==> src/design/lsrb_pkg.sv <==
// ----------------------------------------------------------------------------
// lsrb_pkg
// Shared types and constants of the link supervisor with retry back-off.
// ----------------------------------------------------------------------------
package lsrb_pkg;

    // command codes
    localparam logic [2:0] CMD_TICK        = 3'd0;
    localparam logic [2:0] CMD_RECONNECT   = 3'd1;
    localparam logic [2:0] CMD_UPD_BEGIN   = 3'd2;
    localparam logic [2:0] CMD_UPD_DONE    = 3'd3;
    localparam logic [2:0] CMD_UPD_FAILED  = 3'd4;

    // link modes, also used as status codes
    localparam logic [2:0] MODE_CONNECTING   = 3'd0;
    localparam logic [2:0] MODE_ACTIVE       = 3'd1;
    localparam logic [2:0] MODE_RECONNECTING = 3'd2;
    localparam logic [2:0] MODE_ERROR        = 3'd3;
    localparam logic [2:0] MODE_UPDATING     = 3'd4;

    // configuration register indexes
    localparam logic [2:0] REG_UPDATE_PERIOD = 3'd0;
    localparam logic [2:0] REG_HEARTBEAT     = 3'd1;
    localparam logic [2:0] REG_CONN_TIMEOUT  = 3'd2;
    localparam logic [2:0] REG_RETRY         = 3'd3;
    localparam logic [2:0] REG_BACKOFF       = 3'd4;
    localparam logic [2:0] REG_UPD_MAX       = 3'd5;
    localparam logic [2:0] REG_MAX_ATTEMPTS  = 3'd6;

    // configuration reset values
    localparam logic [15:0] DEF_UPDATE_PERIOD = 16'd1000;
    localparam logic [31:0] DEF_HEARTBEAT     = 32'd300000;
    localparam logic [31:0] DEF_CONN_TIMEOUT  = 32'd90000;
    localparam logic [31:0] DEF_RETRY         = 32'd30000;
    localparam logic [31:0] DEF_BACKOFF       = 32'd60000;
    localparam logic [31:0] DEF_UPD_MAX       = 32'd300000;
    localparam logic [7:0]  DEF_MAX_ATTEMPTS  = 8'd3;

    localparam logic [7:0]  ATTEMPTS_MAX = 8'd255;

    typedef struct packed {
        logic [15:0] update_period;
        logic [31:0] heartbeat;
        logic [31:0] conn_timeout;
        logic [31:0] retry;
        logic [31:0] backoff;
        logic [31:0] upd_max;
        logic [7:0]  max_attempts;
    } t_cfg;

    typedef struct packed {
        logic [2:0]  command;
        logic [31:0] now_ms;
        logic        link_ready;
        logic        cloud_up;
    } t_item;

    typedef struct packed {
        logic [2:0]  mode;
        logic [2:0]  status;
        logic [31:0] entered_at;
        logic [7:0]  attempts;
        logic [31:0] last_tick;
        logic [31:0] last_hb;
        logic [31:0] last_retry;
        logic [31:0] upd_start;
        logic        upd_busy;
        logic        warned;
    } t_state;

    typedef struct packed {
        logic [2:0] link_state;
        logic [2:0] status_code;
        logic [7:0] attempt_count;
        logic       request_rejected;
        logic       start_tether;
        logic       connect_request;
        logic       disconnect_request;
        logic       announce_connected;
        logic       heartbeat_due;
        logic       connect_warning;
    } t_result;

endpackage

==> src/design/lsrb_in_if.sv <==
// ----------------------------------------------------------------------------
// lsrb_in_if
// Command channel: valid/ready handshake with one command transaction.
// ----------------------------------------------------------------------------
interface lsrb_in_if;
    logic        valid;
    logic        ready;
    logic [2:0]  command;
    logic [31:0] now_ms;
    logic        link_ready;
    logic        cloud_up;

    modport source (output valid, command, now_ms, link_ready, cloud_up, input ready);
    modport sink   (input valid, command, now_ms, link_ready, cloud_up, output ready);
endinterface

==> src/design/lsrb_out_if.sv <==
// ----------------------------------------------------------------------------
// lsrb_out_if
// Result channel: valid/ready handshake with one result transaction.
// ----------------------------------------------------------------------------
interface lsrb_out_if;
    logic       valid;
    logic       ready;
    logic [2:0] link_state;
    logic [2:0] status_code;
    logic [7:0] attempt_count;
    logic       request_rejected;
    logic       start_tether;
    logic       connect_request;
    logic       disconnect_request;
    logic       announce_connected;
    logic       heartbeat_due;
    logic       connect_warning;

    modport source (
        output valid, link_state, status_code, attempt_count, request_rejected,
               start_tether, connect_request, disconnect_request,
               announce_connected, heartbeat_due, connect_warning,
        input  ready
    );
    modport sink (
        input  valid, link_state, status_code, attempt_count, request_rejected,
               start_tether, connect_request, disconnect_request,
               announce_connected, heartbeat_due, connect_warning,
        output ready
    );
endinterface

==> src/design/lsrb_step.sv <==
// ----------------------------------------------------------------------------
// lsrb_step
// Next-state and result logic for one command transaction.
// ----------------------------------------------------------------------------
module lsrb_step (
    input  lsrb_pkg::t_cfg    i_cfg,
    input  lsrb_pkg::t_state  i_state,
    input  lsrb_pkg::t_item   i_item,
    output lsrb_pkg::t_state  o_state,
    output lsrb_pkg::t_result o_result
);

    // switch mode and stamp entry time only on a real change
    function automatic lsrb_pkg::t_state f_enter(lsrb_pkg::t_state s, logic [2:0] m,
                                                 logic [31:0] now);
        lsrb_pkg::t_state r;
        r = s;
        if (s.mode != m) begin
            r.mode       = m;
            r.entered_at = now;
        end
        return r;
    endfunction

    logic [31:0] now;
    logic [31:0] dt_tick, dt_entered, dt_hb, dt_retry, dt_upd;
    logic [31:0] upd_start_eff;
    logic [7:0]  att_inc;
    logic        both_up;

    assign now           = i_item.now_ms;
    assign both_up       = i_item.link_ready && i_item.cloud_up;
    assign upd_start_eff = (i_state.upd_start == 32'd0) ? now : i_state.upd_start;
    assign dt_tick       = now - i_state.last_tick;
    assign dt_entered    = now - i_state.entered_at;
    assign dt_hb         = now - i_state.last_hb;
    assign dt_retry      = now - i_state.last_retry;
    assign dt_upd        = now - upd_start_eff;
    assign att_inc       = (i_state.attempts < lsrb_pkg::ATTEMPTS_MAX) ?
                           i_state.attempts + 8'd1 : i_state.attempts;

    // evaluate the command against the current state
    always_comb begin
        o_state  = i_state;
        o_result = '0;
        case (i_item.command)
            lsrb_pkg::CMD_TICK: begin
                if (dt_tick >= {16'd0, i_cfg.update_period}) begin
                    o_state.last_tick = now;
                    case (i_state.mode)
                        lsrb_pkg::MODE_CONNECTING: begin
                            if (both_up) begin
                                o_result.start_tether       = 1'b1;
                                o_result.announce_connected = 1'b1;
                                o_state.status   = lsrb_pkg::MODE_ACTIVE;
                                o_state.attempts = 8'd0;
                                o_state = f_enter(o_state, lsrb_pkg::MODE_ACTIVE, now);
                            end else if (dt_entered > i_cfg.conn_timeout &&
                                         !i_state.warned) begin
                                o_result.connect_warning = 1'b1;
                                o_state.warned           = 1'b1;
                            end
                        end
                        lsrb_pkg::MODE_ACTIVE: begin
                            o_state.status = lsrb_pkg::MODE_ACTIVE;
                            if (dt_hb > i_cfg.heartbeat) begin
                                o_result.heartbeat_due = 1'b1;
                                o_state.last_hb        = now;
                            end
                            if (!i_item.link_ready) begin
                                o_state.status = lsrb_pkg::MODE_RECONNECTING;
                                o_state = f_enter(o_state, lsrb_pkg::MODE_RECONNECTING, now);
                            end
                        end
                        lsrb_pkg::MODE_RECONNECTING: begin
                            o_state.status = lsrb_pkg::MODE_RECONNECTING;
                            if (both_up) begin
                                o_state.attempts      = 8'd0;
                                o_result.start_tether = 1'b1;
                                o_state = f_enter(o_state, lsrb_pkg::MODE_ACTIVE, now);
                            end else if (dt_retry > i_cfg.retry) begin
                                o_state.last_retry = now;
                                o_state.attempts   = att_inc;
                                if (att_inc >= i_cfg.max_attempts) begin
                                    o_state.status = lsrb_pkg::MODE_ERROR;
                                    o_state = f_enter(o_state, lsrb_pkg::MODE_ERROR, now);
                                end else begin
                                    o_result.connect_request = 1'b1;
                                end
                            end
                        end
                        lsrb_pkg::MODE_ERROR: begin
                            o_state.status = lsrb_pkg::MODE_ERROR;
                            if (dt_entered > i_cfg.backoff) begin
                                o_state.attempts         = 8'd0;
                                o_result.connect_request = 1'b1;
                                o_state = f_enter(o_state, lsrb_pkg::MODE_RECONNECTING, now);
                            end
                        end
                        lsrb_pkg::MODE_UPDATING: begin
                            o_state.status = lsrb_pkg::MODE_UPDATING;
                            if (!i_state.upd_busy) begin
                                o_state.upd_start = 32'd0;
                            end else if (dt_upd >= i_cfg.upd_max) begin
                                o_state.upd_busy  = 1'b0;
                                o_state.upd_start = 32'd0;
                                o_state = f_enter(o_state, lsrb_pkg::MODE_ACTIVE, now);
                            end else begin
                                o_state.upd_start = upd_start_eff;
                            end
                        end
                        default: begin
                        end
                    endcase
                end
            end
            lsrb_pkg::CMD_RECONNECT: begin
                if (i_state.mode == lsrb_pkg::MODE_RECONNECTING) begin
                    o_result.request_rejected = 1'b1;
                end else begin
                    o_result.disconnect_request = 1'b1;
                    o_state.attempts            = 8'd0;
                    o_state = f_enter(o_state, lsrb_pkg::MODE_RECONNECTING, now);
                end
            end
            lsrb_pkg::CMD_UPD_BEGIN: begin
                o_state.upd_busy = 1'b1;
                o_state = f_enter(o_state, lsrb_pkg::MODE_UPDATING, now);
            end
            lsrb_pkg::CMD_UPD_DONE: begin
                o_state.upd_busy = 1'b0;
            end
            lsrb_pkg::CMD_UPD_FAILED: begin
                o_state.upd_busy = 1'b0;
                o_state = f_enter(o_state, lsrb_pkg::MODE_ACTIVE, now);
            end
            default: begin
            end
        endcase
        o_result.link_state    = o_state.mode;
        o_result.status_code   = o_state.status;
        o_result.attempt_count = o_state.attempts;
    end

endmodule

==> src/design/link_supervisor_retry_backoff_top.sv <==
// ----------------------------------------------------------------------------
// link_supervisor_retry_backoff_top
// Link supervisor with retry back-off: one result per command transaction.
// ----------------------------------------------------------------------------
//  channel  | dir | handshake            | contents
//  i_cmd    | in  | valid/ready          | command, now_ms, link_ready, cloud_up
//  o_res    | out | valid/ready          | mode, status, attempts, action pulses
//  i_cfg_*  | in  | write enable, no ack | register index, 32-bit data
//
//  A command transaction lands in the input register, is evaluated against
//  the supervisor state and written to the result register.
//  One transaction is taken every cycle while the result side keeps taking.
//  A stalled result holds in the result register while one more command waits
//  in the input register; the supervisor state advances only as a command moves on.
//  Synchronous active-low reset loads the default configuration and clears state.
// ----------------------------------------------------------------------------
module link_supervisor_retry_backoff_top (
    input  logic          i_clk,
    input  logic          i_rst_n,
    lsrb_in_if.sink       i_cmd,
    lsrb_out_if.source    o_res,
    input  logic          i_cfg_we,
    input  logic [2:0]    i_cfg_idx,
    input  logic [31:0]   i_cfg_data
);

    lsrb_pkg::t_cfg    r_cfg;
    lsrb_pkg::t_state  r_state, n_state;
    lsrb_pkg::t_item   r_item;
    lsrb_pkg::t_result r_out, n_out;
    logic              r_item_valid;
    logic              r_out_valid;
    logic              advance;

    // move the held command forward when the result register is free
    assign advance     = r_item_valid && (!r_out_valid || o_res.ready);
    assign i_cmd.ready = !r_item_valid || advance;

    // write configuration registers
    always_ff @(posedge i_clk) begin
        if (!i_rst_n) begin
            r_cfg.update_period <= lsrb_pkg::DEF_UPDATE_PERIOD;
            r_cfg.heartbeat     <= lsrb_pkg::DEF_HEARTBEAT;
            r_cfg.conn_timeout  <= lsrb_pkg::DEF_CONN_TIMEOUT;
            r_cfg.retry         <= lsrb_pkg::DEF_RETRY;
            r_cfg.backoff       <= lsrb_pkg::DEF_BACKOFF;
            r_cfg.upd_max       <= lsrb_pkg::DEF_UPD_MAX;
            r_cfg.max_attempts  <= lsrb_pkg::DEF_MAX_ATTEMPTS;
        end else if (i_cfg_we) begin
            case (i_cfg_idx)
                lsrb_pkg::REG_UPDATE_PERIOD: r_cfg.update_period <= i_cfg_data[15:0];
                lsrb_pkg::REG_HEARTBEAT:     r_cfg.heartbeat     <= i_cfg_data;
                lsrb_pkg::REG_CONN_TIMEOUT:  r_cfg.conn_timeout  <= i_cfg_data;
                lsrb_pkg::REG_RETRY:         r_cfg.retry         <= i_cfg_data;
                lsrb_pkg::REG_BACKOFF:       r_cfg.backoff       <= i_cfg_data;
                lsrb_pkg::REG_UPD_MAX:       r_cfg.upd_max       <= i_cfg_data;
                lsrb_pkg::REG_MAX_ATTEMPTS:  r_cfg.max_attempts  <= i_cfg_data[7:0];
                default: begin
                end
            endcase
        end
    end

    // capture an incoming command transaction
    always_ff @(posedge i_clk) begin
        if (!i_rst_n) begin
            r_item_valid <= 1'b0;
        end else if (i_cmd.ready) begin
            r_item_valid <= i_cmd.valid;
        end
    end

    always_ff @(posedge i_clk) begin
        if (i_cmd.ready && i_cmd.valid) begin
            r_item.command    <= i_cmd.command;
            r_item.now_ms     <= i_cmd.now_ms;
            r_item.link_ready <= i_cmd.link_ready;
            r_item.cloud_up   <= i_cmd.cloud_up;
        end
    end

    // evaluate the held command
    lsrb_step u_step (
        .i_cfg    (r_cfg),
        .i_state  (r_state),
        .i_item   (r_item),
        .o_state  (n_state),
        .o_result (n_out)
    );

    // advance supervisor state
    always_ff @(posedge i_clk) begin
        if (!i_rst_n) begin
            r_state.mode       <= lsrb_pkg::MODE_CONNECTING;
            r_state.status     <= lsrb_pkg::MODE_CONNECTING;
            r_state.entered_at <= 32'd0;
            r_state.attempts   <= 8'd0;
            r_state.last_tick  <= 32'd0;
            r_state.last_hb    <= 32'd0;
            r_state.last_retry <= 32'd0;
            r_state.upd_start  <= 32'd0;
            r_state.upd_busy   <= 1'b0;
            r_state.warned     <= 1'b0;
        end else if (advance) begin
            r_state <= n_state;
        end
    end

    // hold the result until taken
    always_ff @(posedge i_clk) begin
        if (!i_rst_n) begin
            r_out_valid <= 1'b0;
        end else if (advance) begin
            r_out_valid <= 1'b1;
        end else if (o_res.ready) begin
            r_out_valid <= 1'b0;
        end
    end

    always_ff @(posedge i_clk) begin
        if (advance) begin
            r_out <= n_out;
        end
    end

    assign o_res.valid              = r_out_valid;
    assign o_res.link_state         = r_out.link_state;
    assign o_res.status_code        = r_out.status_code;
    assign o_res.attempt_count      = r_out.attempt_count;
    assign o_res.request_rejected   = r_out.request_rejected;
    assign o_res.start_tether       = r_out.start_tether;
    assign o_res.connect_request    = r_out.connect_request;
    assign o_res.disconnect_request = r_out.disconnect_request;
    assign o_res.announce_connected = r_out.announce_connected;
    assign o_res.heartbeat_due      = r_out.heartbeat_due;
    assign o_res.connect_warning    = r_out.connect_warning;

endmodule

==> src/flat_wrapper.sv <==
// flat-port wrapper written by rule: the top's interface ports become plain ports
module link_supervisor_retry_backoff_top_flat 
  (i_clk, i_rst_n, i_cfg_we, i_cfg_idx, i_cfg_data, i_cmd_valid, i_cmd_command, i_cmd_now_ms, i_cmd_link_ready, i_cmd_cloud_up, i_cmd_ready, o_res_valid, o_res_link_state, o_res_status_code, o_res_attempt_count, o_res_request_rejected, o_res_start_tether, o_res_connect_request, o_res_disconnect_request, o_res_announce_connected, o_res_heartbeat_due, o_res_connect_warning, o_res_ready);
  lsrb_in_if i_cmd_i ();
  lsrb_out_if o_res_i ();
  input  logic i_clk;
  input  logic i_rst_n;
  input  logic i_cfg_we;
  input  logic [2:0] i_cfg_idx;
  input  logic [31:0] i_cfg_data;
  input wire logic [$bits(i_cmd_i.valid)-1:0] i_cmd_valid;
  input wire logic [$bits(i_cmd_i.command)-1:0] i_cmd_command;
  input wire logic [$bits(i_cmd_i.now_ms)-1:0] i_cmd_now_ms;
  input wire logic [$bits(i_cmd_i.link_ready)-1:0] i_cmd_link_ready;
  input wire logic [$bits(i_cmd_i.cloud_up)-1:0] i_cmd_cloud_up;
  output wire logic [$bits(i_cmd_i.ready)-1:0] i_cmd_ready;
  output wire logic [$bits(o_res_i.valid)-1:0] o_res_valid;
  output wire logic [$bits(o_res_i.link_state)-1:0] o_res_link_state;
  output wire logic [$bits(o_res_i.status_code)-1:0] o_res_status_code;
  output wire logic [$bits(o_res_i.attempt_count)-1:0] o_res_attempt_count;
  output wire logic [$bits(o_res_i.request_rejected)-1:0] o_res_request_rejected;
  output wire logic [$bits(o_res_i.start_tether)-1:0] o_res_start_tether;
  output wire logic [$bits(o_res_i.connect_request)-1:0] o_res_connect_request;
  output wire logic [$bits(o_res_i.disconnect_request)-1:0] o_res_disconnect_request;
  output wire logic [$bits(o_res_i.announce_connected)-1:0] o_res_announce_connected;
  output wire logic [$bits(o_res_i.heartbeat_due)-1:0] o_res_heartbeat_due;
  output wire logic [$bits(o_res_i.connect_warning)-1:0] o_res_connect_warning;
  input wire logic [$bits(o_res_i.ready)-1:0] o_res_ready;
  assign i_cmd_i.valid = i_cmd_valid;
  assign i_cmd_i.command = i_cmd_command;
  assign i_cmd_i.now_ms = i_cmd_now_ms;
  assign i_cmd_i.link_ready = i_cmd_link_ready;
  assign i_cmd_i.cloud_up = i_cmd_cloud_up;
  assign i_cmd_ready = i_cmd_i.ready;
  assign o_res_valid = o_res_i.valid;
  assign o_res_link_state = o_res_i.link_state;
  assign o_res_status_code = o_res_i.status_code;
  assign o_res_attempt_count = o_res_i.attempt_count;
  assign o_res_request_rejected = o_res_i.request_rejected;
  assign o_res_start_tether = o_res_i.start_tether;
  assign o_res_connect_request = o_res_i.connect_request;
  assign o_res_disconnect_request = o_res_i.disconnect_request;
  assign o_res_announce_connected = o_res_i.announce_connected;
  assign o_res_heartbeat_due = o_res_i.heartbeat_due;
  assign o_res_connect_warning = o_res_i.connect_warning;
  assign o_res_i.ready = o_res_ready;
  link_supervisor_retry_backoff_top u_core (.i_clk(i_clk), .i_rst_n(i_rst_n), .i_cmd(i_cmd_i), .o_res(o_res_i), .i_cfg_we(i_cfg_we), .i_cfg_idx(i_cfg_idx), .i_cfg_data(i_cfg_data));
endmodule
==> config.mk <==
export PLATFORM = sky130hd
export DESIGN_NAME = link_supervisor_retry_backoff_top_flat
export DESIGN_NICKNAME = d
export VERILOG_FILES = /design/src/design/lsrb_pkg.sv /design/src/design/lsrb_in_if.sv /design/src/design/lsrb_out_if.sv /design/src/design/lsrb_step.sv /design/src/design/link_supervisor_retry_backoff_top.sv /design/src/flat_wrapper.sv
export SDC_FILE = /design/constraint.sdc
export NUM_CORES = 2
export LEC_CHECK = 0
export ABC_AREA = 0
export BUFFER_PORTS_ARGS = -buffer_cell sky130_fd_sc_hd__buf_2
export CORE_ASPECT_RATIO = 0.7
export CORE_MARGIN = 2
export CORE_UTILIZATION = 48
export CTS_BUF_LIST = sky130_fd_sc_hd__clkbuf_4 sky130_fd_sc_hd__clkbuf_8
export DETAILED_ROUTE_END_ITERATION = 10
export GPL_TIMING_DRIVEN = 1
export PLACE_DENSITY = 0.72
export SYNTH_ARGS = -nofsm -noshare
export SYNTH_HDL_FRONTEND = slang
export SYNTH_SLANG_ARGS = --single-unit
==> constraint.sdc <==
create_clock -name i_clk -period 8.6 [get_ports i_clk]
set_input_delay 0.86 -clock i_clk [delete_from_list [all_inputs] [get_ports i_clk]]
set_output_delay 0.86 -clock i_clk [all_outputs]
set_load 0.02 [all_outputs]
Yosys cells after proc, flatten, opt, wreduce, memory -nomap -nowiden
Index checks and enable logic that the tools add are counted.
{"block": "op_classes", "eq_ne": 35, "mux": 43, "n_reduce_logical": 37, "magnitude_cmp": 8, "addsub": 6, "n_bitwise": 11}
{"op": "$mux 176", "count": 7}
{"op": "$pmux 176 s5", "count": 1}
{"op": "$pmux 174 s4", "count": 1}
{"op": "$mux 142", "count": 2}
{"op": "$mux 32", "count": 8}
{"op": "$mux 175", "count": 1}
{"op": "$sub 32x32->32", "count": 5}
{"op": "$gt 32x32->1", "count": 4}
{"op": "$reduce_and 11->1", "count": 3}
{"op": "$ge 32x16->1", "count": 1}
{"op": "$ge 32x32->1", "count": 1}
{"op": "$logic_not 32->1", "count": 1}
{"op": "$eq 3x2->1 const B", "count": 6}
{"op": "$reduce_and 2->1", "count": 8}
{"op": "$eq 3x3->1 const B", "count": 5}
{"op": "$ne 3x3->1 const B", "count": 5}
{"op": "$ne 2x2->1 const B", "count": 7}
{"op": "$reduce_and 14->1", "count": 1}
{"op": "$mux 1", "count": 13}
{"op": "$reduce_and 13->1", "count": 1}
{"op": "$mux 3", "count": 4}
{"op": "$ne 4x4->1 const B", "count": 3}
{"op": "$not 1->1", "count": 11}
{"op": "$eq 3x1->1 const B", "count": 3}
{"op": "other kinds (23)", "count": 38}
{"block": "totals", "wordCells": 173, "out_inout_bits": 23, "reg_bits": 420}

Logic depth before layout (Yosys ltp)
{"block": "depth", "depth_word": 9, "ltp_mapped": 32, "ltp_nobuf": 29}

By module
From an unflattened synthesis, not the netlist that was laid out.
{"block": "hier_totals", "cells_unflattened": 4100, "hier_area_um2": 32458.6}
{"module": "lsrb_step", "instances": 1, "area_per_inst_um2": 17465.5, "cells_each": 2589}
{"module": "link_supervisor_retry_backoff_top", "instances": 1, "area_per_inst_um2": 14993.1, "cells_each": 1511}

Worst setup path before layout
No wires, ideal clock.
{"block": "synth_timing", "path_type": "flip-flop to flip-flop", "startpoint": "register u_core.r_state[26] (netlist name)", "endpoint": "register u_core.r_state[139] (netlist name)", "setup_slack_ps": 2704, "synth_period_minus_slack_ps": 5896, "path_stages_with_launch": 32, "setup_time_ps": 120, "arrival_ps": 5777, "t_required_ps": 8480, "path_cell_list": "dfxtp_1 -> nor4_1 -> nand4_1 -> nor2_1 -> clkbuf_1 -> a21o_1 -> ha_1 -> fa_1 -> nor2b_1 -> o21ai_0 -> a21boi_0 -> o31ai_1 -> o211ai_1 -> a31oi_1 -> o21bai_1 -> a31oi_1 -> nor3_1 -> or3_1 -> a21oi_1 -> xnor2_1 -> ha_1 -> nand4_1 -> o21ai_0 -> nor4bb_1 -> a21oi_1 -> o221ai_1 -> o21ai_0 -> nand2_1 -> a311o_1 -> buf_4 -> buf_6 -> mux2i_1"}
{"block": "synth_via", "elab_chain_len": 6}
{"element": "start, declared", "line": "link_supervisor_retry_backoff_top.sv:28", "text": "lsrb_pkg::t_state r_state, n_state;"}
{"element": "start signal, assigned", "line": "link_supervisor_retry_backoff_top.sv:105", "text": "r_state <= n_state;"}
{"element": "$logic_not 32->1", "line": "lsrb_step.sv:33", "text": "assign upd_start_eff = (i_state.upd_start == 32'd0) ? now : i_state.upd_start;"}
{"element": "$mux 32 (*)", "line": "lsrb_step.sv:33"}
{"element": "$sub 32x32->32 (*)", "line": "lsrb_step.sv:38", "text": "assign dt_upd = now - upd_start_eff;"}
{"element": "$ge 32x32->1 (*)", "line": "lsrb_step.sv:104", "text": "end else if (dt_upd >= i_cfg.upd_max) begin"}
{"element": "$ne 3x3->1 (no line) (*)"}
{"element": "$reduce_and 14->1 (no line) (*)"}
Mark *: on every way between the ends. The rest lies on a longest branch, timed or not.
A chain may end at the register's enable or synchronous reset.

Final worst setup path
{"block": "layout_timing", "startpoint": "register u_core.r_state[25] (netlist name)", "endpoint": "register u_core.r_state[148] (netlist name)"}
Same word-level chain as after synthesis.

==> impl_metrics.tcl <==
set metrics [dict create \
    firstDrtPassIters 6 \
    gr-total-overflow 0 \
    initial_core_util_pct 48.3 \
    pwr-share-clk_pct 38.1 \
    r2r_cells 28 \
    max_stage_delay_ns 0.62 \
    rr_startpoint "u_core.r_state[25]" \
    min_from "i_cmd_now_ms[21]" \
    intPower_mw 3.59 \
    required_ns 9.15 \
    p_seq_share_pct 39.9 \
    clock-root-buffer "clkbuf_8" \
    clock-sinks 420 \
    fin_nets 4073 \
    finalCritPeriodShare_pct 89.1 \
    antenna_found_initial 3 \
    clock.fmax_mhz 130 \
    grt_pass1_wl_um 131000 \
    io_pins 100 \
    r2r_setup_slack_ns 0.94 \
    die_w_um 297 \
    final_max_slew_viol_count 0 \
    cts_made_buffers 70 \
    grt_util_all_layers_pct 26.9 \
    hold_class "in -> reg" \
    routed_wl_um 84200 \
    fin_skew_ns 0.0262 \
    coreArea_um2 59600 \
    final_antenna_net_count 0 \
    fin_crit_ns 7.66 \
    cp_slowest_cell "a311o_2" \
    yosysSeqAreaShare_pct 31.2 \
    rows 75 \
    clk_pin_slew_ns 0.07 \
    worst_slack_ns 0.936 \
    min_path_cells 1 \
    regToRegEndpoint "u_core.r_state[148]" \
    clk_latency_ns 0.68 \
    post_cts_buffers 0 \
    cts_tree "yes" \
    synth_fp_nets 4003 \
    drc_errors 0 \
    ys_warn_count 0 \
    rsz0062_at_grt "false" \
    maxCapViolCount 0 \
    dieArea_um2 62000 \
    syn_avg_cell_area_um2 8.04 \
    place_worst_setup_slack_ns 1.25 \
    cts-htree-levels 3 \
    fin_tns_setup_ns 0 \
    ctsResizeCount 0 \
    relSlewSlack_pct 20.9 \
    worst_setup_path_end_kind "flip-flop" \
    clockBufferDepth 3 \
    crit_fanout 30 \
    grt_max_degree 111 \
    status "finished clean" \
    crit_start "u_core.r_state[25]" \
    finalSetupViolCount 0 \
    leakagePower_nw 12.5 \
    min_to "u_core.r_item[23]" \
    syn2layout_area_growth_pct 9.58 \
    die_h_um 209 \
    hold_viol_final 0 \
    vias 25700 \
    critPathArrivalTime_ns 8.21 \
    port_buffers 99 \
    powerDensity_nw_per_um2 165 \
    tightest_slew_ns 1.18 \
    synth-async-reset-ratio_pct 0 \
    synth_cells 3581 \
    worst-setup-path-type "reg -> reg" \
    fillerInstances 5673 \
    synth_cell_types 88 \
    synth-seq-cells 420 \
    swShare_pct 31.2 \
    wl_per_cell_um 18.7 \
    synth_edf_count 58 \
    drive_gt1_share_pct 9.29 \
    dp_hpwl_um 62900 \
    combPwrFrac_pct 22.0 \
    power.net_switching_mw 1.62 \
    dr.first_iter.drc_count 2417 \
    ir_drop_mv 0.102 \
    synth_area_um2 28800 \
    start_kind "flip-flop" \
    ys.flop_type "dfxtp_1" \
    grt_pass1_vias 22900 \
    place_congestion 0.939 \
    ctsHoldBuffers 0 \
    avgViaCountPerCell 5.71 \
]
## worst max path at each step
stage / end / cells after the start
after floorplan: u_core.r_state[139] / 31
after global placement: u_core.r_state[164] / 29
after detailed placement: u_core.r_state[167] / 29
after CTS: u_core.r_state[164] / 29
after global routing: u_core.r_state[164] / 29
final: u_core.r_state[148] / 28
## layer usage
layer | GRT usage [%] | vias up | part of all wire, %
met3 | 6.13 | 116 | 8.8
li1 | - | 12700 | -
met2 | 36.6 | 857 | 39
met4 | 6.58 | 0 | 2.1
met5 | 0 | - | 0
met1 | 41.8 | 12100 | 50
## cells in the mapped netlist (all sizes together), types with 10 or more instances
library cell	number	area (um^2)
nand2	577	2170
dfxtp	362	7250
inv	353	1330
ha	340	4250
a21oi	233	1180
nor2	178	671
a21boi	175	1320
o21ai	141	706
nand3	108	553
xnor2	102	893
a21o	101	758
clkbuf	95	357
nor3	87	440
o211ai	60	450
edfxtp	58	1740
nand4	51	319
buf	46	284
a31o	38	333
o21a	38	285
mux2i	36	360
nand2b	35	219
xor2	35	307
nor2b	33	206
a31oi	23	144
o21bai	22	165
nor4	21	153
and2	19	119
and3	19	119
or3	17	106
o31ai	15	113
or2	14	87.6
a211oi	12	90.1
a211o	10	87.6
## cell families (layout without fill, tap and decap cells)
kind of cell | count (synthesis) | after routing | synth area share [%]
AND/OR/NAND/NOR | 1179 | 1179 | 18.5
flip-flops | 420 | 420 | 31.2
other | 0 | 1 | 0
buffers and inverters | 494 | 614 | 6.83
multiplexers | 38 | 38 | 1.33
XOR/XNOR | 137 | 137 | 4.17
AO/OA/AOI/OAI | 968 | 968 | 22.8
adder cells (fa/ha/maj) | 345 | 345 | 15.1
## flip-flops by register name (all words and copies together), names as in the netlist
register,count
u_core.r_cfg,184
u_core.r_state,176
u_core.r_item,37
u_core.o_res.attempt_count,8
u_core.o_res.link_state,3
u_core.o_res.status_code,3
u_core.o_res.announce_connected,1
u_core.o_res.connect_request,1
u_core.o_res.connect_warning,1
u_core.o_res.disconnect_request,1
u_core.o_res.heartbeat_due,1
u_core.o_res.request_rejected,1
u_core.o_res.start_tether,1
u_core.o_res.valid,1
u_core.r_item_valid,1
## final cells by class
class / count / area, um^2 / share of cell area [%]
clock inverters: 16 / 168 / 0.532
repair buffers: 139 / 806 / 2.56
multi-input cells: 2667 / 17900 / 56.7
diodes: 1 / 2.50 / 0.00794
clock buffers: 106 / 1350 / 4.29
flip-flops and latches: 420 / 8990 / 28.5
well taps: 808 / 1010 / 3.21
inverters: 353 / 1330 / 4.20
## power by group through the flow
stage	Sequential, mW	Clock (mW)	Combinational (mW)
global route	2.08	2.10	1.28
finish	2.08	1.98	1.15
detailed placement	2.12	0	1.12
floorplan	2.11	0	0.808
global placement	2.12	0	1.11
CTS	2.08	2.02	1.13
## cells in the final DEF (no fill, tap or decap), types with 98 or more instances in the layout
cell,count
a21oi_1,229
nand2_1,576
inv_1,353
xnor2_1,102
nor2_1,172
buf_2,98
ha_1,340
a21o_1,100
nand3_1,107
dfxtp_1,362
a21boi_0,153
o21ai_0,127
## critical path, delay by kind of cell (launching register included)
kind / cells / cell delay (ns)
DFF: 1 / 0.32
adders and majority gates: 2 / 0.62
and+or+nand+nor: 8 / 1.79
xor gates and xnor gates: 1 / 0.09
buffers and inverters: 2 / 0.62
AOI/OAI and AO/OA: 14 / 3.94
muxes: 1 / 0.12
## stage by stage
step / util [%] / cells / cell area [um^2] / hold WS, ns / power (mW)
2_1_floorplan: - / 3581 / 28800 / 0.425 / 2.92
3_3_place_gp: 50.4 / 4387 / 30000 / 0.437 / 3.23
3_5_place_dp: 50.4 / 4387 / 30000 / 0.441 / 3.24
4_1_cts: 52.9 / 4509 / 31500 / 0.311 / 5.23
5_1_grt: 52.9 / 4509 / 31500 / 0.330 / 5.46
6_report: 52.9 / 4510 / 31500 / 0.354 / 5.21
Power figures use the tool's default switching activity.
